--- src/rtl/button_gesture_detector_defines.svh ---
// Assertion macros for the button gesture detector RTL.
`ifndef BUTTON_GESTURE_DETECTOR_DEFINES_SVH
`define BUTTON_GESTURE_DETECTOR_DEFINES_SVH

// Clocked assertion, masked while reset is low.
`define BGD_ASSERT(lbl, prop, msg) \
  lbl: assert property (@(posedge clk) disable iff (!rst_n) prop) else $error(msg);

// Clocked assertion that also holds through reset.
`define BGD_ASSERT_ALWAYS(lbl, prop, msg) \
  lbl: assert property (@(posedge clk) prop) else $error(msg);

`endif

--- src/rtl/bgd_pkg.sv ---
// Shared types, register indexes and event codes for the gesture detector.
package bgd_pkg;

  localparam int STAMP_W          = 32;
  localparam int LEVEL_BITS       = 6;
  localparam int INDEX_W          = 3;
  localparam int TALLY_W          = 4;
  localparam int CFG_IDX_W        = 3;
  localparam int CFG_DATA_W       = 16;
  localparam int BUTTON_COUNT_DEF = 6;

  // Configuration register indexes
  localparam logic [CFG_IDX_W-1:0] REG_ENABLE       = 3'd0;
  localparam logic [CFG_IDX_W-1:0] REG_DEBOUNCE     = 3'd1;
  localparam logic [CFG_IDX_W-1:0] REG_LONG_PRESS   = 3'd2;
  localparam logic [CFG_IDX_W-1:0] REG_DOUBLE_CLICK = 3'd3;
  localparam logic [CFG_IDX_W-1:0] REG_REPEAT       = 3'd4;

  // Reset values
  localparam logic [LEVEL_BITS-1:0] ENABLE_RST       = 6'd63;
  localparam logic [7:0]            DEBOUNCE_RST     = 8'd20;
  localparam logic [15:0]           LONG_PRESS_RST   = 16'd500;
  localparam logic [15:0]           DOUBLE_CLICK_RST = 16'd300;
  localparam logic [15:0]           REPEAT_RST       = 16'd100;

  // Request kinds
  localparam logic ACT_TICK = 1'b0;
  localparam logic ACT_POLL = 1'b1;

  typedef enum logic [2:0] {
    EV_NONE     = 3'd0,
    EV_PRESSED  = 3'd1,
    EV_RELEASED = 3'd2,
    EV_CLICK    = 3'd3,
    EV_DOUBLE   = 3'd4,
    EV_LONG     = 3'd5,
    EV_REPEAT   = 3'd6
  } event_t;

  typedef struct packed {
    logic [7:0]  debounce;
    logic [15:0] long_press;
    logic [15:0] double_click;
    logic [15:0] repeat_ms;
  } timing_t;

  // One button's record as held in the state memory
  typedef struct packed {
    logic               pressed_now;
    logic               pressed_before;
    logic [STAMP_W-1:0] press_stamp;
    logic [STAMP_W-1:0] release_stamp;
    logic [STAMP_W-1:0] change_stamp;
    logic [STAMP_W-1:0] repeat_stamp;
    logic [TALLY_W-1:0] click_tally;
    logic               long_flag;
    logic               long_reported;
    logic               repeat_flag;
  } entry_t;

endpackage

--- src/rtl/button_gesture_detector.sv ---
// Button gesture detector top level: sequencer, config registers, output register.
//
// Use: a tick request (action 0) carries the raw contact levels and advances the
// millisecond clock by one; a poll request (action 1) names a button and returns
// its highest-priority pending event, clearing it. Every request gives one result
// carrying the event code (always none for a tick) and the debounced pressed mask.
// Input and result channels use valid/stall; the config channel uses valid/ready
// and is always ready. The user must write config only while the block is idle;
// the block itself does not enforce it. A tick sweeps the per-button records
// through the state memory, one read per cycle, write-back in the cycle after it;
// then come the drain and done states. The result is registered once the output
// register is free. A poll works only its own record; an absent button skips to done.
// The next request can be taken in the cycle after the result is registered.
// One request is in flight at a time; in_stall stays high until its result is registered.
// Reset (synchronous, rst_n low) clears the clock, the config to its defaults
// and the valid bits of the state memory, so all button records read as zero.
// If the receiver stalls, the result holds in the output register; the next
// request is still taken and runs, waiting only to hand over its own result.
module button_gesture_detector #(
  parameter int BUTTON_COUNT = bgd_pkg::BUTTON_COUNT_DEF
) (
  input  logic                              clk,
  input  logic                              rst_n,
  // request channel
  input  logic                              in_valid,
  output logic                              in_stall,
  input  logic                              in_action,
  input  logic [bgd_pkg::LEVEL_BITS-1:0]    in_raw_levels,
  input  logic [bgd_pkg::INDEX_W-1:0]       in_button_index,
  // result channel
  output logic                              out_valid,
  input  logic                              out_stall,
  output logic [2:0]                        out_event_code,
  output logic [bgd_pkg::LEVEL_BITS-1:0]    out_pressed_mask,
  // config write channel
  input  logic                              cfg_valid,
  output logic                              cfg_ready,
  input  logic [bgd_pkg::CFG_IDX_W-1:0]     cfg_index,
  input  logic [bgd_pkg::CFG_DATA_W-1:0]    cfg_data
);

  `include "button_gesture_detector_defines.svh"

  localparam int AW = (BUTTON_COUNT > 1) ? $clog2(BUTTON_COUNT) : 1;
  // only the first six buttons have a level and an enable bit
  localparam int NT = (BUTTON_COUNT < bgd_pkg::LEVEL_BITS) ? BUTTON_COUNT
                                                           : bgd_pkg::LEVEL_BITS;

  typedef enum logic [1:0] {S_IDLE, S_RUN, S_DRAIN, S_DONE} state_t;

  state_t                            state_r;
  logic                              act_r;
  logic [bgd_pkg::LEVEL_BITS-1:0]    levels_r;
  logic [AW-1:0]                     cnt_r;
  logic                              wb_vld_r;
  logic [AW-1:0]                     wb_addr_r;
  logic [bgd_pkg::STAMP_W-1:0]       time_r;
  logic [bgd_pkg::LEVEL_BITS-1:0]    mask_r;
  bgd_pkg::event_t                   ev_r;
  logic                              out_valid_r;
  bgd_pkg::event_t                   out_ev_r;
  logic [bgd_pkg::LEVEL_BITS-1:0]    out_mask_r;

  logic [bgd_pkg::LEVEL_BITS-1:0]    enable_r;
  bgd_pkg::timing_t                  tcfg_r;

  logic                              in_acc;
  logic                              idx_ok;
  logic [AW+bgd_pkg::INDEX_W-1:0]    idx_ext;
  logic [AW-1:0]                     poll_addr;
  logic                              rd_en;
  logic                              mem_we;
  logic                              wb_en;
  logic                              wb_lvl;
  logic                              out_load;
  bgd_pkg::entry_t                   rd_entry;
  bgd_pkg::entry_t                   upd_entry;
  bgd_pkg::event_t                   upd_ev;

  assign in_stall  = (state_r != S_IDLE);
  assign in_acc    = in_valid && !in_stall;
  assign cfg_ready = 1'b1;

  assign idx_ok    = (32'(in_button_index) < BUTTON_COUNT);
  assign idx_ext   = {{AW{1'b0}}, in_button_index};
  assign poll_addr = idx_ext[AW-1:0];

  assign rd_en    = (state_r == S_RUN);
  assign out_load = (state_r == S_DONE) && (!out_valid_r || !out_stall);

  // level and enable of the button being written back
  always_comb begin
    wb_en  = 1'b0;
    wb_lvl = 1'b0;
    for (int j = 0; j < NT; j++) begin
      if (32'(wb_addr_r) == j) begin
        wb_en  = enable_r[j];
        wb_lvl = levels_r[j];
      end
    end
  end

  // a poll only reaches the write-back stage for a button that exists
  assign mem_we = wb_vld_r && ((act_r == bgd_pkg::ACT_POLL) || wb_en);

  bgd_mem #(
    .DEPTH (BUTTON_COUNT),
    .AW    (AW)
  ) u_mem (
    .clk   (clk),
    .rst_n (rst_n),
    .we    (mem_we),
    .waddr (wb_addr_r),
    .wdata (upd_entry),
    .re    (rd_en),
    .raddr (cnt_r),
    .rdata (rd_entry)
  );

  bgd_upd u_upd (
    .is_poll (act_r == bgd_pkg::ACT_POLL),
    .level   (wb_lvl),
    .now     (time_r),
    .tcfg    (tcfg_r),
    .cur     (rd_entry),
    .nxt     (upd_entry),
    .ev      (upd_ev)
  );

  // config registers
  always_ff @(posedge clk) begin
    if (!rst_n) begin
      enable_r            <= bgd_pkg::ENABLE_RST;
      tcfg_r.debounce     <= bgd_pkg::DEBOUNCE_RST;
      tcfg_r.long_press   <= bgd_pkg::LONG_PRESS_RST;
      tcfg_r.double_click <= bgd_pkg::DOUBLE_CLICK_RST;
      tcfg_r.repeat_ms    <= bgd_pkg::REPEAT_RST;
    end else if (cfg_valid && cfg_ready) begin
      case (cfg_index)
        bgd_pkg::REG_ENABLE:       enable_r            <= cfg_data[bgd_pkg::LEVEL_BITS-1:0];
        bgd_pkg::REG_DEBOUNCE:     tcfg_r.debounce     <= cfg_data[7:0];
        bgd_pkg::REG_LONG_PRESS:   tcfg_r.long_press   <= cfg_data;
        bgd_pkg::REG_DOUBLE_CLICK: tcfg_r.double_click <= cfg_data;
        bgd_pkg::REG_REPEAT:       tcfg_r.repeat_ms    <= cfg_data;
        default: ;
      endcase
    end
  end

  // sequencer: sweep reads, write-back in the cycle after each read, result hand-off
  always_ff @(posedge clk) begin
    if (!rst_n) begin
      state_r     <= S_IDLE;
      wb_vld_r    <= 1'b0;
      time_r      <= '0;
      mask_r      <= '0;
      out_valid_r <= 1'b0;
      act_r       <= bgd_pkg::ACT_TICK;
      cnt_r       <= '0;
      ev_r        <= bgd_pkg::EV_NONE;
    end else begin
      wb_vld_r  <= rd_en;
      wb_addr_r <= cnt_r;

      if (mem_we && (act_r == bgd_pkg::ACT_TICK)) begin
        for (int j = 0; j < NT; j++) begin
          if (32'(wb_addr_r) == j) begin
            mask_r[j] <= upd_entry.pressed_now;
          end
        end
      end
      if (wb_vld_r && (act_r == bgd_pkg::ACT_POLL)) begin
        ev_r <= upd_ev;
      end

      // a result taken with no new one behind it empties the output register
      if (out_valid_r && !out_stall && !out_load) begin
        out_valid_r <= 1'b0;
      end

      case (state_r)
        S_IDLE: begin
          if (in_acc) begin
            act_r    <= in_action;
            levels_r <= in_raw_levels;
            ev_r     <= bgd_pkg::EV_NONE;
            if (in_action == bgd_pkg::ACT_TICK) begin
              time_r  <= time_r + 1'b1;
              cnt_r   <= '0;
              state_r <= S_RUN;
            end else if (idx_ok) begin
              cnt_r   <= poll_addr;
              state_r <= S_RUN;
            end else begin
              state_r <= S_DONE;
            end
          end
        end
        S_RUN: begin
          if ((act_r == bgd_pkg::ACT_POLL) || (cnt_r == AW'(NT - 1))) begin
            state_r <= S_DRAIN;
          end else begin
            cnt_r <= cnt_r + 1'b1;
          end
        end
        S_DRAIN: begin
          state_r <= S_DONE;
        end
        S_DONE: begin
          if (out_load) begin
            out_valid_r <= 1'b1;
            out_ev_r    <= ev_r;
            out_mask_r  <= mask_r;
            state_r     <= S_IDLE;
          end
        end
        default: state_r <= S_IDLE;
      endcase
    end
  end

  assign out_valid        = out_valid_r;
  assign out_event_code   = out_ev_r;
  assign out_pressed_mask = out_mask_r;

  // write-back never lands on the record being read in the same cycle
  `BGD_ASSERT(a_no_rw_clash, (mem_we && rd_en) |-> (wb_addr_r != cnt_r), "read/write clash")
  // the memory is only written while a request is being worked on
  `BGD_ASSERT(a_we_busy, mem_we |-> (state_r == S_RUN || state_r == S_DRAIN), "stray write")
  // a tick advances the clock by exactly one
  `BGD_ASSERT(a_tick_time, (in_acc && in_action == bgd_pkg::ACT_TICK) |=> (time_r == $past(time_r) + 1'b1), "clock step")
  // a tick result never carries an event
  `BGD_ASSERT(a_tick_none, (out_load && act_r == bgd_pkg::ACT_TICK) |=> (out_event_code == bgd_pkg::EV_NONE), "tick event")

endmodule

--- src/rtl/bgd_mem.sv ---
// Per-button state memory: one write port, one registered read port.
module bgd_mem #(
  parameter int DEPTH = bgd_pkg::BUTTON_COUNT_DEF,
  parameter int AW    = 3
) (
  input  logic             clk,
  input  logic             rst_n,
  input  logic             we,
  input  logic [AW-1:0]    waddr,
  input  bgd_pkg::entry_t  wdata,
  input  logic             re,
  input  logic [AW-1:0]    raddr,
  output bgd_pkg::entry_t  rdata
);

  bgd_pkg::entry_t mem [DEPTH];
  logic [DEPTH-1:0] vld_r;
  bgd_pkg::entry_t  rdata_r;

  // valid bits stand in for the all-zero reset of the records
  always_ff @(posedge clk) begin
    if (!rst_n) begin
      vld_r <= '0;
    end else if (we) begin
      vld_r[waddr] <= 1'b1;
    end
  end

  always_ff @(posedge clk) begin
    if (we) begin
      mem[waddr] <= wdata;
    end
  end

  always_ff @(posedge clk) begin
    if (re) begin
      rdata_r <= vld_r[raddr] ? mem[raddr] : '0;
    end
  end

  assign rdata = rdata_r;

endmodule

--- src/rtl/bgd_upd.sv ---
// Read-modify-write logic for one button record: tick update or poll.
module bgd_upd (
  input  logic                          is_poll,
  input  logic                          level,
  input  logic [bgd_pkg::STAMP_W-1:0]   now,
  input  bgd_pkg::timing_t              tcfg,
  input  bgd_pkg::entry_t               cur,
  output bgd_pkg::entry_t               nxt,
  output bgd_pkg::event_t               ev
);

  logic [bgd_pkg::STAMP_W-1:0] dc, dp, dl, dr, dp2, dr2, dl2, rp;
  logic [bgd_pkg::STAMP_W-1:0] deb_w, lp_w, dct_w, rt_w;
  logic chg, pressing, releasing, long_set;
  bgd_pkg::entry_t e;

  assign deb_w = {{(bgd_pkg::STAMP_W-8){1'b0}}, tcfg.debounce};
  assign lp_w  = {{(bgd_pkg::STAMP_W-16){1'b0}}, tcfg.long_press};
  assign dct_w = {{(bgd_pkg::STAMP_W-16){1'b0}}, tcfg.double_click};
  assign rt_w  = {{(bgd_pkg::STAMP_W-16){1'b0}}, tcfg.repeat_ms};

  // elapsed times against the stored stamps, all modulo 2^32
  assign dc = now - cur.change_stamp;
  assign dp = now - cur.press_stamp;
  assign dl = now - cur.release_stamp;
  assign dr = now - cur.repeat_stamp;
  assign rp = cur.release_stamp - cur.press_stamp;

  assign chg       = (level != cur.pressed_now) && (dc > deb_w);
  assign pressing  = chg && level;
  assign releasing = chg && !level;

  // a stamp just set to now gives an elapsed time of zero
  assign dp2 = pressing  ? '0 : dp;
  assign dl2 = releasing ? '0 : dl;

  always_comb begin
    e = cur;
    if (chg) begin
      e.pressed_before = cur.pressed_now;
      e.pressed_now    = level;
      e.change_stamp   = now;
      if (level) begin
        e.press_stamp   = now;
        e.long_flag     = 1'b0;
        e.long_reported = 1'b0;
        e.repeat_flag   = 1'b0;
      end else begin
        e.release_stamp = now;
        if (dp < lp_w) begin
          if ((cur.click_tally != '0) && (dl < dct_w)) begin
            if (cur.click_tally != '1) begin
              e.click_tally = cur.click_tally + 1'b1;
            end
          end else begin
            e.click_tally = 4'd1;
          end
        end
      end
    end
  end

  assign long_set = e.pressed_now && !e.long_flag && (dp2 >= lp_w);
  assign dr2      = long_set ? '0 : dr;

  always_comb begin
    nxt = e;
    ev  = bgd_pkg::EV_NONE;
    if (is_poll) begin
      nxt = cur;
      if (cur.click_tally >= 4'd2) begin
        nxt.click_tally = '0;
        ev = bgd_pkg::EV_DOUBLE;
      end else if (cur.long_flag && !cur.long_reported) begin
        nxt.long_reported = 1'b1;
        ev = bgd_pkg::EV_LONG;
      end else if (cur.repeat_flag) begin
        nxt.repeat_flag = 1'b0;
        ev = bgd_pkg::EV_REPEAT;
      end else if (cur.pressed_now && !cur.pressed_before) begin
        nxt.pressed_before = 1'b1;
        ev = bgd_pkg::EV_PRESSED;
      end else if (!cur.pressed_now && cur.pressed_before) begin
        nxt.pressed_before = 1'b0;
        ev = (rp < lp_w) ? bgd_pkg::EV_CLICK : bgd_pkg::EV_RELEASED;
      end
    end else begin
      if (long_set) begin
        nxt.long_flag    = 1'b1;
        nxt.repeat_stamp = now;
      end
      if (e.pressed_now && (e.long_flag || long_set) && !e.repeat_flag && (dr2 >= rt_w)) begin
        nxt.repeat_flag  = 1'b1;
        nxt.repeat_stamp = now;
      end
      if ((e.click_tally != '0) && (dl2 > dct_w)) begin
        nxt.click_tally = '0;
      end
    end
  end

endmodule

--- config.mk ---
export PLATFORM = sky130hd
export DESIGN_NAME = button_gesture_detector
export DESIGN_NICKNAME = d
export VERILOG_FILES = /design/src/rtl/bgd_pkg.sv /design/src/rtl/button_gesture_detector.sv /design/src/rtl/bgd_mem.sv /design/src/rtl/bgd_upd.sv
export VERILOG_INCLUDE_DIRS = /design/src /design/src/rtl
export SDC_FILE = /design/constraint.sdc
export NUM_CORES = 2
export LEC_CHECK = 0
export BUFFER_PORTS_ARGS = -buffer_cell sky130_fd_sc_hd__buf_2
export CAP_MARGIN = 10
export CELL_PAD_IN_SITES_DETAIL_PLACEMENT = 0
export CELL_PAD_IN_SITES_GLOBAL_PLACEMENT = 1
export CORE_MARGIN = 1
export CORE_UTILIZATION = 48
export CTS_CLUSTER_SIZE = 40
export DETAILED_ROUTE_END_ITERATION = 16
export PLACE_DENSITY_LB_ADDON = 0.1
export SYNTH_ARGS = -nofsm -noshare
export SYNTH_HDL_FRONTEND = slang
export SYNTH_HIERARCHICAL = 1
export SYNTH_SLANG_ARGS = --single-unit
--- constraint.sdc ---
create_clock -name clk -period 12.3 [get_ports clk]
set_clock_uncertainty 0.15 [all_clocks]
set_input_delay 1.23 -clock clk [delete_from_list [all_inputs] [get_ports clk]]
set_output_delay 1.23 -clock clk [all_outputs]
set_load 0.02 [all_outputs]
==> reports/results.ini <==
[critical_path]
cp.arrival_ns = 11.38
critPathMaxFanout = 18
crit_path_max_incr_delay_ns = 0.68
cp_data_required_time_ns = 12.58
start_kind = flip-flop
startpoint = time_r[0]
endpoint_kind = flip-flop
slowest_stage = a31oi_4
r2r_start = time_r[0]
worst-setup-path-type = flip-flop to flip-flop

[layout]
area_growth_pct = 9.34
final_cell_mix = edfxtp_1, mux2_2, nand2_1
fin_cells = 6220
n_antenna_cell = 0
fin_nets = 4908
final_common_cell = edfxtp_1
drive_above_1_share_pct = 16.5

[cts]
clk_pin_slew_ns = 0.06
cts-hold-fix-buffers = 0
cts_resized = 0
numCtsBuffers = 116
clock_latency_ns = 0.72
cts_sinks = 1094
cts_tree = done
cts_buffer_depth = 3
cts_htree_levels = 3
root_buffer = clkbuf_16
post_cts_buffers = 0

[global_routing]
grt_use_met1_pct = 41.1
first_global_vias = 37300
track_usage_pct = 27.7
grt_busiest_layer = met2
gr-total-overflow = 0
grt_max_degree = 114
antenna_found_initial = 7
gr-usage-met2_pct = 42.8
grt_pass1_wl_um = 248000
met3_usage_pct = 3.16

[hold_path]
hp-start = ev_r[1]
hp-class = flip-flop to flip-flop

[yosys]
syn-num-nets = 4880
synth-async-reset-ratio_pct = 0
ys_ff_latch = 1094
synth_edf_count = 977
synthFlopType = edfxtp_1
ys_types = 100
postSynthAreaPerCell_sq_um = 12.4
ys_seq_area_share_pct = 55.7
ys.warnings.count = 6
synth.cell_area_sq_um = 56800
syn_inst = 4575

[power]
ir_worst_vdd_uv = 154
power_leakage_nw = 21.9
p_total_w = 0.0125
power.density_nw_per_um2 = 202

[place]
io_buffers = 44
dp_hpwl_um = 110000
place_congestion = 0.931
dp_cells = 6009
dp_slack_ns = 1.23

[timing]
fin_crit_ns = 11.11
slew_headroom_pct = 21.4
tightest_slew_ns = 1.18
setup_viol = 0
fin_crit_sh_pct = 90.3
finalHoldViolations = 0
setup_slack_ns = 1.19
rsz0062_at_grt = false
maxSlewViolCount = 0
fin_hold_ws_ns = 0.280
finalSetupTns_ns = 0
fmax_mhz = 90.0

[floorplan]
num_rows = 125
dieArea_sq_um = 120000
core_sq_um = 117000
ios = 46
start_util_pct = 48.7
chipHeight_um = 346
dieWidth_um = 346

[routing]
drt_first_pass_iters = 5
first_iter_violations = 3945
vias = 38700
ant_nets = 0
route.detailed.drc = 0
via_per_inst = 6.22
wire_per_inst_um = 27.0
totalWireLength_um = 168000

[status]
outcome = finished, final reports clean

[flow_run]
cap_violations = 0

## through the flow
stage	area [sq um]	util, %
floorplan	56800	-
global placement	58500	50.1
detailed placement	58500	50.1
CTS	62200	53.2
global route	62200	53.2
finish	62200	53.2
## report_power, final
group | total, W | internal [W] | leakage (nW) | switching (W)
combinational | 0.00424 | 0.00152 | 10.2 | 0.00272
sequential | 0.00490 | 0.00469 | 9.92 | 0.000211
clock | 0.00340 | 0.00192 | 1.77 | 0.00147
## Yosys cell counts, drive strengths merged (24+ instances only)
| library cell | number | share of area [%] |
|---|---|---|
| edfxtp | 977 | 52 |
| mux2 | 371 | 7.4 |
| nand2 | 323 | 2.1 |
| ha | 266 | 5.9 |
| a21oi | 253 | 2.2 |
| inv | 235 | 1.6 |
| o21ai | 181 | 1.6 |
| a211oi | 169 | 2.9 |
| mux2i | 164 | 2.9 |
| nor2 | 158 | 1.0 |
| o22ai | 150 | 1.7 |
| buf | 129 | 1.7 |
| dfxtp | 117 | 4.1 |
| nand3 | 97 | 0.88 |
| clkbuf | 93 | 0.61 |
| xnor2 | 68 | 1.0 |
| nor3 | 61 | 0.55 |
| nand4 | 59 | 0.68 |
| nor2b | 57 | 0.63 |
| a21o | 51 | 0.67 |
| and2 | 51 | 0.56 |
| o21a | 51 | 0.67 |
| nand2b | 50 | 0.55 |
| o211ai | 32 | 0.42 |
| xor2 | 31 | 0.48 |
| a31oi | 24 | 0.29 |
## kinds of logic after synthesis
kind of cell / count (synthesis) / synth area share [%]
xor+xnor: 99 / 1.53
fa+ha+maj: 271 / 6.03
other cells: 1 / 0.00660
flops: 1094 / 55.7
mux: 535 / 10.2
compound gates: 1103 / 13.4
simple gates: 1015 / 9.19
buf+inv: 457 / 3.83
## state kept, by name (all words and copies together) (netlist names), 6 cells and up
register          count
u_mem/rdata         137
u_mem/mem           822
u_mem/vld_r           6
levels_r              6
mask_r                6
out_pressed_mask      6
time_r               32
tcfg_r               56
enable_r              6
## final timing paths
path	end	slack (ns)	depth (start not counted)
setup / recovery	u_mem/mem[3][10]	1.19	43
hold / removal	out_event_code[1]	0.28	0
hold reg to reg	out_event_code[1]	0.28	0
setup reg to reg	u_mem/mem[3][10]	1.19	43
## layout make-up
| type | instances | area [sq um] |
|---|---|---|
| Inverter | 235 | 882 |
| Sequential cell | 1094 | 31700 |
| Tap cell | 1524 | 1910 |
| Multi-Input combinational cell | 3024 | 23100 |
| Timing Repair Buffer | 132 | 956 |
| Fill cell | 10100 | 54700 |
| Clock inverter | 71 | 599 |
| Clock buffer | 140 | 3040 |
## routing by layer
metal | vias to the layer above | wire [um]
li1 | 17600 | -
met1 | 19500 | 78200
met3 | 220 | 10900
met2 | 1397 | 74200
met4 | 0 | 4810
met5 | - | 0
## critical path: cells and delay by family, from the launching register on
kind            cells  cell delay [ns]
compound gates     15             3.61
simple gates       19             3.93
flops               1             0.44
fa+ha+maj           4             1.17
buf+inv             3             0.92
xor+xnor            1             0.14
mux                 1             0.45
Power figures use the tool's default switching activity.
